`src/rtl/chsf_pkg.sv`:
```
`default_nettype none
package chsf_pkg;

  localparam int SEP_W   = 32;
  localparam int MAG_W   = 32;
  localparam int CFG_W   = 31;
  localparam int DIM_W   = 2;
  localparam int SUMSQ_W = 64;
  localparam int ROOT_W  = 32;
  localparam int NUM_W   = 64;
  localparam int DEN_W   = 33;
  localparam int QUO_W   = 32;
  localparam int LANES   = 3;

  localparam logic [1:0] REG_SPRING_CONSTANT = 2'd0;
  localparam logic [1:0] REG_REST_LENGTH     = 2'd1;
  localparam logic [1:0] REG_FORCE_CAP       = 2'd2;
  localparam logic [1:0] REG_DIMENSIONS      = 2'd3;

  localparam logic [DIM_W-1:0] DIM_2D = 2'd2;

  typedef struct packed {
    logic                    first_head_bound;
    logic                    second_head_bound;
    logic signed [SEP_W-1:0] sep_x;
    logic signed [SEP_W-1:0] sep_y;
    logic signed [SEP_W-1:0] sep_z;
  } chsf_in_t;

  typedef struct packed {
    logic signed [SEP_W-1:0] force_x;
    logic signed [SEP_W-1:0] force_y;
    logic signed [SEP_W-1:0] force_z;
    logic [SEP_W-1:0]        energy;
  } chsf_out_t;

endpackage
`default_nettype wire

```
`src/rtl/chsf_lane.sv`:
```
`default_nettype none
module chsf_lane import chsf_pkg::*; (
  input  logic                    clk,
  input  logic [MAG_W-1:0]        d_mag,
  input  logic                    d_neg,
  input  logic [CFG_W-1:0]        f_mag,
  input  logic                    f_neg,
  output logic signed [SEP_W-1:0] force_val,
  output logic [SUMSQ_W-1:0]      force_sq
);

  localparam int ProdW = MAG_W + CFG_W;
  localparam logic [ProdW-17:0] NegLim = (ProdW-16)'(64'h8000_0000);
  localparam logic [ProdW-17:0] PosLim = (ProdW-16)'(64'h7FFF_FFFF);

  logic [ProdW-1:0]    prod;
  logic                neg;
  logic [ProdW-17:0]   m;
  logic [MAG_W-1:0]    mag_sat;
  logic                neg_out;
  logic [MAG_W-1:0]    fmag;

  always_ff @(posedge clk) begin
    prod <= d_mag * f_mag;
    neg  <= d_neg ^ f_neg;
  end

  assign m = prod[ProdW-1:16];

  always_comb begin
    neg_out = neg && (m != '0);
    if (neg_out) begin
      mag_sat = (m > NegLim) ? MAG_W'(NegLim) : m[MAG_W-1:0];
    end else begin
      mag_sat = (m > PosLim) ? MAG_W'(PosLim) : m[MAG_W-1:0];
    end
  end

  always_ff @(posedge clk) begin
    fmag      <= mag_sat;
    force_val <= neg_out ? -$signed(mag_sat) : $signed(mag_sat);
    force_sq  <= fmag * fmag;
  end

endmodule
`default_nettype wire
```
`config.mk`:
```
export PLATFORM = sky130hd
export DESIGN_NAME = chsf_lane
export DESIGN_NICKNAME = d
export VERILOG_FILES = /design/src/rtl/chsf_pkg.sv /design/src/rtl/chsf_lane.sv
export SDC_FILE = /design/constraint.sdc
export NUM_CORES = 2
export LEC_CHECK = 0
export BUFFER_PORTS_ARGS = -buffer_cell sky130_fd_sc_hd__clkbuf_2
export CORE_ASPECT_RATIO = 0.75
export CORE_UTILIZATION = 50
export DETAILED_ROUTE_END_ITERATION = 10
export GPL_TIMING_DRIVEN = 0
export PLACE_DENSITY = 0.76
export SLEW_MARGIN = 20
export SYNTH_ARGS = -nofsm -noshare
export SYNTH_HDL_FRONTEND = slang
export SYNTH_SLANG_ARGS = --single-unit
```
`constraint.sdc`:
```
create_clock -name clk -period 18.3 [get_ports clk]
set_clock_uncertainty 0.1 [all_clocks]
set_input_delay 1.83 -clock clk [delete_from_list [all_inputs] [get_ports clk]]
set_output_delay 1.83 -clock clk [all_outputs]
set_load 0.01 [all_outputs]
```
# Yosys cells after proc, flatten, opt, wreduce, memory -nomap -nowiden

Index checks and enable logic that the tools add are counted.

Flip-flop bits (word level): 192
Input bits: 66
Output and inout port bits: 96
Word-level logic and storage cells: 17

Add/sub/neg operators: 1
Multipliers: 2
Magnitude comparators: 2
Mux-type cells: 4
Bitwise gates (word level): 1
Reduce and logical (&&, ||, !) cells: 2

Operators with widths:

| kind                                                 | count |
|---|---|
| 2-to-1 mux 32 bit                                    | 4 |
| multiplier 32 x 32 -> 64 bit                         | 1 |
| multiplier 32 x 31 -> 63 bit                         | 1 |
| > comparator 47 x 31 -> 1 bit, second input constant | 1 |
| > comparator 47 x 32 -> 1 bit, second input constant | 1 |
| nonzero test 47 bit                                  | 1 |
| negator 32 bit                                       | 1 |
| logical AND 1 bit                                    | 1 |
| bitwise XOR 1 bit                                    | 1 |

# Depth between registers and ports, before layout

Depth after elaboration: 5
Mapped depth: 33
Depth with buffers taken out: 30

# Least setup slack after synthesis

OpenSTA, ideal clock, no wires.

Path type: input port to flip-flop
From: input f_mag[4]
To: register prod[55]
Library setup time: 0.123 ns
Arrival: 8.640 ns
Required time: 18.077 ns
Setup slack: 9.437 ns
Cell stages on the path: 25
Buffers on the path: 1
Cell sequence: clkbuf_1 and2_1 fa_1 fa_1 fa_1 inv_1 fa_1 inv_1 fa_1 inv_1 fa_1 inv_1 fa_1 fa_1 ha_1 a21o_1 a21o_1 a221o_1 o21ai_1 o31ai_1 a221oi_2 o2111ai_1 a221oi_2 o21ai_1 xor2_1

Longest elaborated chain between the ends: 1

RTL lines:

| what                         | RTL line        | source |
|---|---|---|
| from (decl)                  | chsf_lane.sv:6  | `input logic [CFG_W-1:0] f_mag,` |
| multiplier 32 x 31 -> 63 bit | chsf_lane.sv:24 | `prod <= d_mag * f_mag;` |
| to (signal assigned)         | chsf_lane.sv:24 |  |
| to (decl)                    | chsf_lane.sv:16 | `logic [ProdW-1:0] prod;` |

Every way passes these cells.

# Worst setup path in the final report

From: register fmag[5]
To: register force_sq[63]

Longest elaborated chain between the ends: 1

RTL lines:

| what                         | RTL line        | source |
|---|---|---|
| from (decl)                  | chsf_lane.sv:21 | `logic [MAG_W-1:0] fmag;` |
| from (signal assigned)       | chsf_lane.sv:40 | `fmag <= mag_sat;` |
| multiplier 32 x 32 -> 64 bit | chsf_lane.sv:42 | `force_sq <= fmag * fmag;` |
| to (signal assigned)         | chsf_lane.sv:42 |  |
| to (decl)                    | chsf_lane.sv:9  | `output logic [SUMSQ_W-1:0] force_sq` |

Every way passes these cells.

==> summary.txt <==
Hold path
  • Hold_sp: prod[35]
  • Hold path depth: 2
  • Hold WC Path Type: register to register

Synthesis
  • Synthesis Warnings: 0
  • FFs w/ async S/R, synth: 0%
  • Post-synth EDFFs: 0
  • Largest area contributor in the netlist: fa_1
  • #FFs+latches synth: 174
  • Post-synthesis net count: between 9000 and 10000
  • Top cell type's share of synthesized area: between 50 and 60%
  • Seq/Total Area, Yosys: roughly 5.3%
  • Avg Inst Size Synth: slightly above 9 um2
  • Yosys cell types: between 80 and 90
  • Dominant cells by area after synthesis: fa_1 51%, ha_1 11%, inv_1 10%, and2_1 7.1%, dfxtp_1 5.3%
  • Synthesized instance count: about 7000
  • Mapped Area: 65500 um2
  • Top_reg_cell synth: dfxtp_1

STA
  • Clock period minus final worst setup slack: 11400 ps
  • Hold Worst Slack: ~440 ps
  • Final hold vios: 0
  • Worst-margin pin slew: 1240 ps
  • RSZ-0062 raised after global routing: no
  • Setup violations, final: 0
  • TNS Setup: 0 ps
  • Max-slew violations: 0
  • Fmax: between 0.08 and 0.09 GHz
  • Fin crit share: 62.3%
  • Worst slew margin: roughly 17%

Setup path
  • Most used cell, CP: fa_1
  • Biggest cell delay along the critical path: 960 ps
  • Reg2reg path depth: 28
  • R2r endpoint: force_sq[63]
  • CP required: 18630 ps
  • Worst setup EP type: register
  • Setup crit start: fmag[5]
  • Critical path type: register to register
  • R2r setup slk: between 6000 and 7000 ps
  • Critical path peak fanout: 10
  • CP startpoint kind: register
  • R2r startpoint: fmag[5]
  • Crit path to: force_sq[63]
  • Arrival time worst endpoint: ~12000 ps
  • Crit-path slowest cell: a311oi_1

Global route
  • Initial antenna violation count: 27
  • Largest net degree at the start of global routing: 18
  • Total Routing Usage GR: around a third
  • Total gr overflow: 0
  • Vias in the first global route: 53878
  • First-pass GRT wire length: approximately 340 mm

Detailed routing
  • Wire per inst: 25.0 um
  • Via-per-instance ratio: 5.60
  • Antenna Nets Post-Route: 0
  • 1st-pass router iterations: 8
  • Final WL: ~230 mm
  • Vias: 50380
  • Violation count after the first detailed-route iteration: ~5400
  • DRC violations left: 0

Clock network
  • TritonCTS buffer count: 17
  • CTS max path bufs: 2
  • Post-CTS Hold Buffers: 0
  • Post-CTS Setup Bufs: 0
  • Clock Latency Late Sink: between 500 and 600 ps
  • Clock sink count: between 150 and 200
  • H-tree depth: 4
  • Clk slew on worst S/H paths: ~70 ps
  • Post-CTS Resized: 0
  • CTS tree: done
  • CTS root buffer: clkbuf_16

Placed design
  • DP Wirelength: 192 mm
  • Post-placement cell count: between 8000 and 9000
  • GPL Wtd Cong: ~1.1
  • Port Buffers: 160

Die
  • IO Count: between 150 and 200
  • Initial Util: 50.6%
  • Die height: around 320 um
  • Die W: approximately 420 um
  • Placement Rows: ~110
  • Die ar.: between 100000 and 150000 um2
  • Core ar.: approximately 130000 um2

Layout
  • Final std cells w/o fill: 9002
  • Nets: between 9000 and 10000
  • Area Overhead vs Synth: 5.56%
  • Share of cells above drive strength 1: about 3.6%

Run
  • Max Cap Violations: 0

Run status
  • Status: completed
-- sequential cells by signal (all words and copies together) (netlist names) --
register and cells:
prod 47, fmag 32, neg 1, force_sq 63
force_val 31
-- layout make-up --
type	count	area, um2
multi-input combinational	4721	53900
timing repair buffer	160	801
sequential	174	3480
buffer	333	1280
fill	11754	60300
clock buffer	19	443
antenna	24	60.1
tap	1740	2180
clock inverter	13	149
inverter	1818	6820
-- synth_stat cells (25+ instances only) --
master,number
o21bai_1,30
inv_1,1817
xnor2_1,97
nand3_1,28
o21ai_0,67
a21oi_1,149
nor2b_1,25
nor2_1,144
ha_1,552
a21o_1,71
nand2_1,826
clkbuf_1,317
dfxtp_1,174
fa_1,1654
nor3_1,29
and2_1,743
xor2_1,77
-- how the worst min path moves through the flow --
stage | endpoint | slack, ps
3_3_place_gp | fmag[19] | 430
2_1_floorplan | force_sq[0] | 290
6_report | fmag[19] | 440
5_1_grt | fmag[9] | 470
3_5_place_dp | fmag[19] | 430
4_1_cts | fmag[19] | 440
-- cell families (layout without fill, tap and decap cells) --
family	Yosys count	after routing	share of synthesized area [%]
compound gates	452	452	4.53
xor+xnor	174	174	2.33
fa+ha+maj	2206	2206	61.1
buf+inv	2151	2343	12.4
flops	174	174	5.32
mux	5	5	0.0803
other cells	1	25	0.00573
simple gates	1883	1883	14.2
-- worst max-delay path: cells and delay by family (launching register included) --
family | cells | cell delay, ps
DFF | 1 | 820
xor gates and xnor gates | 1 | 170
adders and majority gates | 9 | 4360
buffers and inverters | 7 | 2350
and+or+nand+nor | 6 | 1100
AOI/OAI and AO/OA | 5 | 2380
-- placed cells by master, fill, tap and decap left out, types with 97 or more instances in the layout --
cell type  netlist  final
inv_1         1817   1817
fa_1          1654   1654
nand2_1        826    826
and2_1         743    743
ha_1           552    552
clkbuf_1       317    314
dfxtp_1        174    174
clkbuf_2         3    167
a21oi_1        149    149
nor2_1         144    144
xnor2_1         97     97
-- per-layer routing --
layer	vias up	part of all wire [%]	wire, um	global-route usage (%)
li1	20792	-	-	-
met1	25384	39	87200	47.6
met2	3564	40	89700	48.7
met3	620	16	36200	15.4
met4	20	5.2	11800	15.3
met5	-	0.14	321	0.812
-- stage by stage --
stage	util, %	area [um2]	worst slack, ps
6_report	53.4	69100	6900
5_1_grt	53.4	69100	6860
4_1_cts	53.4	69100	7340
3_5_place_dp	52.9	68500	7390
3_3_place_gp	52.9	68500	7440
2_1_floorplan	-	65500	9440
Power is left out: the tool's default activity adds up to more than one toggle a clock period on the data nets, which glitch-free logic cannot reach.
