### src/rtl/chsf_pkg.sv
`default_nettype none
package chsf_pkg;

  localparam int SEP_W   = 32;
  localparam int MAG_W   = 32;
  localparam int CFG_W   = 31;
  localparam int DIM_W   = 2;
  localparam int SUMSQ_W = 64;
  localparam int ROOT_W  = 32;
  localparam int NUM_W   = 64;
  localparam int DEN_W   = 33;
  localparam int QUO_W   = 32;
  localparam int LANES   = 3;

  localparam logic [1:0] REG_SPRING_CONSTANT = 2'd0;
  localparam logic [1:0] REG_REST_LENGTH     = 2'd1;
  localparam logic [1:0] REG_FORCE_CAP       = 2'd2;
  localparam logic [1:0] REG_DIMENSIONS      = 2'd3;

  localparam logic [DIM_W-1:0] DIM_2D = 2'd2;

  typedef struct packed {
    logic                    first_head_bound;
    logic                    second_head_bound;
    logic signed [SEP_W-1:0] sep_x;
    logic signed [SEP_W-1:0] sep_y;
    logic signed [SEP_W-1:0] sep_z;
  } chsf_in_t;

  typedef struct packed {
    logic signed [SEP_W-1:0] force_x;
    logic signed [SEP_W-1:0] force_y;
    logic signed [SEP_W-1:0] force_z;
    logic [SEP_W-1:0]        energy;
  } chsf_out_t;

endpackage
`default_nettype wire

### src/rtl/chsf_isqrt.sv
`default_nettype none
module chsf_isqrt import chsf_pkg::*; (
  input  logic               clk,
  input  logic [SUMSQ_W-1:0] radicand,
  output logic [ROOT_W-1:0]  root
);

  localparam int RemW = ROOT_W + 2;

  logic [SUMSQ_W-1:0] rad_q  [ROOT_W];
  logic [RemW-1:0]    rem_q  [ROOT_W];
  logic [ROOT_W-1:0]  root_q [ROOT_W];

  for (genvar i = 0; i < ROOT_W; i++) begin : g_step
    logic [SUMSQ_W-1:0] rad_in;
    logic [RemW-1:0]    rem_in;
    logic [ROOT_W-1:0]  root_in;
    logic [RemW+1:0]    acc;
    logic [RemW+1:0]    trial;

    if (i == 0) begin : g_first
      assign rad_in  = radicand;
      assign rem_in  = '0;
      assign root_in = '0;
    end else begin : g_next
      assign rad_in  = rad_q[i-1];
      assign rem_in  = rem_q[i-1];
      assign root_in = root_q[i-1];
    end

    assign acc   = {rem_in, rad_in[SUMSQ_W-1 -: 2]};
    assign trial = {2'b00, root_in, 2'b01};

    always_ff @(posedge clk) begin
      rad_q[i] <= rad_in << 2;
      if (acc >= trial) begin
        rem_q[i]  <= RemW'(acc - trial);
        root_q[i] <= {root_in[ROOT_W-2:0], 1'b1};
      end else begin
        rem_q[i]  <= RemW'(acc);
        root_q[i] <= {root_in[ROOT_W-2:0], 1'b0};
      end
    end
  end

  assign root = root_q[ROOT_W-1];

endmodule
`default_nettype wire

### config.mk
export PLATFORM = sky130hd
export DESIGN_NAME = chsf_isqrt
export DESIGN_NICKNAME = d
export VERILOG_FILES = /design/src/rtl/chsf_pkg.sv /design/src/rtl/chsf_isqrt.sv
export SDC_FILE = /design/constraint.sdc
export NUM_CORES = 2
export LEC_CHECK = 0
export BUFFER_PORTS_ARGS = -buffer_cell sky130_fd_sc_hd__buf_2
export CAP_MARGIN = 20
export CORE_MARGIN = 2
export CORE_UTILIZATION = 30
export DETAILED_ROUTE_END_ITERATION = 10
export GPL_ROUTABILITY_DRIVEN = 0
export GPL_TIMING_DRIVEN = 1
export SETUP_SLACK_MARGIN = 0.05
export SLEW_MARGIN = 10
export SYNTH_ARGS = -nofsm -noshare
export SYNTH_HDL_FRONTEND = slang
export SYNTH_MEMORY_MAX_BITS = 65536
export SYNTH_SLANG_ARGS = --single-unit
export TNS_END_PERCENT = 5
### constraint.sdc
create_clock -name clk -period 8.61 [get_ports clk]
set_clock_uncertainty 0.15 [all_clocks]
set_input_delay 1.722 -clock clk [delete_from_list [all_inputs] [get_ports clk]]
set_output_delay 1.722 -clock clk [all_outputs]
set_load 0.05 [all_outputs]
* After elaboration in Yosys (flattened, before gate mapping)
Memory sizes are Yosys's and may differ from the RTL's.
Cells that the tools add are included.
** Word-level totals
- Flip-flop bits (word level) :: 0
- Memories :: 3
- Input port bits :: 65
- Word-level logic and storage cells :: 291
- Bits in writable memories :: 4096
- Output and inout port bits :: 32
** Memories
- rad_q :: words 32, bits a word 62, rd ports 31, clocked after Yosys merged registers in 0, write ports 32, line chsf_isqrt.sv:10 : logic [SUMSQ_W-1:0] rad_q [ROOT_W];
- rem_q :: words 32, bits a word 34, rd ports 31, clocked after Yosys merged registers in 0, write ports 32, line chsf_isqrt.sv:11 : logic [RemW-1:0] rem_q [ROOT_W];
- root_q :: words 32, bits a word 32, rd ports 32, clocked after Yosys merged registers in 0, write ports 32, line chsf_isqrt.sv:12 : logic [ROOT_W-1:0] root_q [ROOT_W];
** Cells by class
- Bitwise operators :: 64
- Add/sub/neg operators :: 32
- $lt $le $gt $ge :: 32
- Mux-type cells :: 160
** Operators by type and width (count)
- >= comparator 36 x 34 -> 1 bit :: 31
- 2-to-1 mux 34 bit :: 32
- subtractor 34 bit :: 31
- 2-to-1 mux 32 bit :: 32
- 2-to-1 mux 1 bit :: 96
- OR 1 bit :: 64
- subtractor 2 x 1 -> 3 bit, second input constant :: 1
- >= comparator 2 x 1 -> 1 bit, second input constant :: 1

* Logic depth before layout (Yosys ltp)
An unclocked memory read counts as a cell.
- Depth in word-level cells :: 5
- Depth in mapped cells :: 14
- Gate-level depth less buffers :: 13

* Worst setup path after synthesis
Ideal clock, no wire load.
- Kind :: register to register
- Start point :: mem root_q[27][3] (netlist: root_q[1][355])
- End point :: mem rem_q[1][409] (netlist name)
- Setup time :: 0.070 ns
- Period minus slack after synthesis :: 3.334 ns
- Cell stages (with the launch flop) :: 13
- Arrival time :: 3.114 ns
- Setup slack :: 5.276 ns
- Path buffers :: 2
- Required time :: 8.390 ns
- Cell sequence :: dfxtp_1 inv_1 ha_1 a211oi_1 nor2_1 o31a_1 or3_1 a31oi_1 a211o_1 o2111ai_1 clkbuf_1 clkbuf_1 a21oi_1
** RTL lines (line)
- start, declared :: chsf_isqrt.sv:12
- end, declared :: chsf_isqrt.sv:11

==> results.cfg <==
[global_route]
grt_pass1_vias = 59680
grt_max_degree = 63
antenna_found_initial = 1
track_usage = 0.1167
grt_remaining_overflow = 0
grt_pass1_wl_um = 307200

[routing]
via_per_inst = 4.511
drcViolationCount = 0
drt_iter0_drc = 3782
avgRoutedWirePerCell_um = 13.67
drtPass1Iterations = 7
ant_nets = 0
wirelength_um = 187600
vias = 61920

[clock_network]
path_clk_slew_ns = 0.06
cts_buffers = 280
hold_buffers = 0
cts_tree = yes
cts.sinks = 2523
cts_setup_buffers = 0
root_buffer = clkbuf_16
htreeDepth = 5
clk_latency_ns = 0.86
cts_resized = 0
clk_path_buf_depth = 4

[worst_setup_path]
crit_buf_inv = 2
crit_family = compound AO/OA/AOI/OAI gates
cp.depth = 12
arrival_ns = 5.09
rrSetupSlack_ns = 4.03
critPathKind = flip-flop to flip-flop
critPathMostFrequentCell = a21o_1
critPathMaxStageDelay_ns = 0.97
worst_r2r_path_depth = 12
r2r-start = root_q[1][71]
path_max_fanout = 33
cp-start-kind = flip-flop
worst_path_max_delay_cell = clkinv_1
reg2reg_to = rem_q[1][132]
worst-endpoint-required_ns = 9.12
crit_path_cell_trace = inv_1 > ha_1 > a21o_1 > o21bai_1 > a21o_1 > a21o_1 > o211ai_1 > and3_1 > clkinv_1 > o2111ai_1 > nor4_1 > xor2_1
cp-end-kind = flip-flop

[worst_hold_path]
hp-class = flip-flop to flip-flop
hold_path_end = rad_q[0][422]
hp-start = rad_q[0][358]
hold_path_depth = 0

[sta]
final.setup.worst_slack_ns = 4.031
timing.fmax_mhz = 218.4
whs_ns = 0.1374
final_max_slew_viol_count = 0
finalCritPeriodShare = 0.5318
worst_pin_slew_ns = 1.021
setup_viol = 0
fin_crit_ns = 4.579
finalHoldViolCount = 0
maxSlewHeadroom = 0.3196
fin_tns_setup_ns = 0
rsz0062_at_grt = no

[finish]
nets = 10040
syn_to_final_growth_pct = 16.14
ff_latch_area_um2 = 50510
layout_commonest_cell = dfxtp_1
postLayoutCoreUtil = 0.3510
drive_gt1_frac = 0.07584
multiInputGateArea_um2 = 38750
fill_cells = 30850
most-common-layout-cells = dfxtp_1, inv_1, nand2_1

[floorplan]
die_h_um = 559.5
die_w_um = 559.5
design.portCount = 97
initial_core_util = 0.3022
rows = 203
coreArea_um2 = 306300
die-area_um2 = 313000

[placed_design]
place_worst_setup_slack_ns = 4.045
dp_hpwl_um = 139600
port_buffers = 96

[job]
cap_violations = 0

[synthesis]
ys_seq_area_frac = 0.5457
synth_nets = 9818
ys.flop_type = dfxtp_1
netlist_area_um2 = 92560
synth.avg_cell_area_um2 = 10.07
ys_warn_count = 0
yosysUniqueCellTypes = 89
synth_area_leader_cell = dfxtp_1
synthTopCellsByArea = dfxtp_1, ha_1, xnor2_1
synth_top_area_frac = 0.5457
synthArstFlopShare = 0
synth_edf_count = 0
syn_inst = 9191
synth-seq-cells = 2523

[power_and_ir_drop]
pwr_density_cell_nw_per_um2 = 297.0
leakagePower_nw = 49.06
vdd_drop_max_uv = 160.9

[outcome]
status = finished clean
[sequential cells by signal, indices dropped and copies added (netlist names)]
name    flops
root_q    528
rem_q    1003
rad_q     992
[worst max path at each step]
stage / startpoint / end / slack (ns)
3_5_place_dp: root_q[1][71] / rem_q[1][132] / 4.05
4_1_cts: root_q[1][71] / rem_q[1][132] / 3.98
5_1_grt: root_q[1][71] / rem_q[1][128] / 3.72
2_1_floorplan: root_q[1][355] / rem_q[1][409] / 5.28
6_report: root_q[1][71] / rem_q[1][132] / 4.03
3_3_place_gp: root_q[1][64] / rem_q[1][128] / 4.05
[kinds of logic after synthesis]
group                    after synthesis  share of synthesized area
adder cells (fa/ha/maj)              562                    0.07597
multiplexers                          68                   0.008043
XOR/XNOR                             847                    0.08014
buffers and inverters                902                    0.03685
other                                  1                 0.00004051
flip-flops                          2523                     0.5457
AO/OA/AOI/OAI                       1849                     0.1231
AND/OR/NAND/NOR                     2439                     0.1302
[metal layers]
layer / global-route usage / share of wire / wire length [um] / vias up
met5: 0 / 0 / 0 / -
met4: 0.03617 / 0.028 / 5306 / 0
met3: 0.02068 / 0.048 / 9096 / 382
met2: 0.1913 / 0.45 / 84180 / 1186
met1: 0.1552 / 0.47 / 89020 / 28370
li1: - / - / - / 31990
[report_power, final]
group	leakage, nW	switching [mW]	total (mW)	internal [mW]
Sequential	21.1	1.38	15.0	13.6
Combinational	23.2	2.56	4.68	2.11
Clock	4.77	4.75	12.3	7.54
Total	49.1	8.69	31.9	23.2
[cell usage after synthesis (43+ instances only)]
master and instances:
xnor2_1 424, nand2_1 680, o21a_1 87, dfxtp_1 2523, o31ai_1 63, nand3_1 158
o21ai_0 498, and3_1 47, a31oi_1 49, or3_1 100, a211oi_1 52, ha_1 562
mux2_2 50, o21bai_1 45, nor2_1 534, nand4_1 110, inv_1 709, nor3_1 244
o211ai_1 43, nand2b_1 111, nor4_1 114, xor2_1 423, a21oi_1 575, or2_2 46
nor2b_1 77, or4_1 61, clkbuf_1 157, a21o_1 218
[metrics by stage]
step | power, mW | cell area [um^2] | std cells
global route | 33.69 | 107500 | 13730
CTS | 32.39 | 107500 | 13720
detailed placement | 19.89 | 97740 | 13230
global placement | 19.85 | 97740 | 13230
finish | 31.93 | 107500 | 13730
floorplan | 18.45 | 92560 | 9191
[worst reg2reg max path: stages, from the launching register on]
cell and delay, ns:
dfxtp_1 0.35, inv_1 0.05, ha_1 0.36, a21o_1 0.23, o21bai_1 0.16, a21o_1 0.17, a21o_1 0.19, o211ai_1 0.22
and3_1 0.65, clkinv_1 0.97, o2111ai_1 0.64, nor4_1 0.11, xor2_1 0.17
[layout make-up]
cell class | instances | area share
timing repair buffer | 123 | 0.006308
inverter | 716 | 0.02500
antenna | 1 | 0.00002328
tap | 4100 | 0.04772
sequential | 2523 | 0.4698
multi-input combinational | 5766 | 0.3605
clock buffer | 390 | 0.07627
clock inverter | 107 | 0.01437
Note: power is estimated with default switching activity, not from simulation.
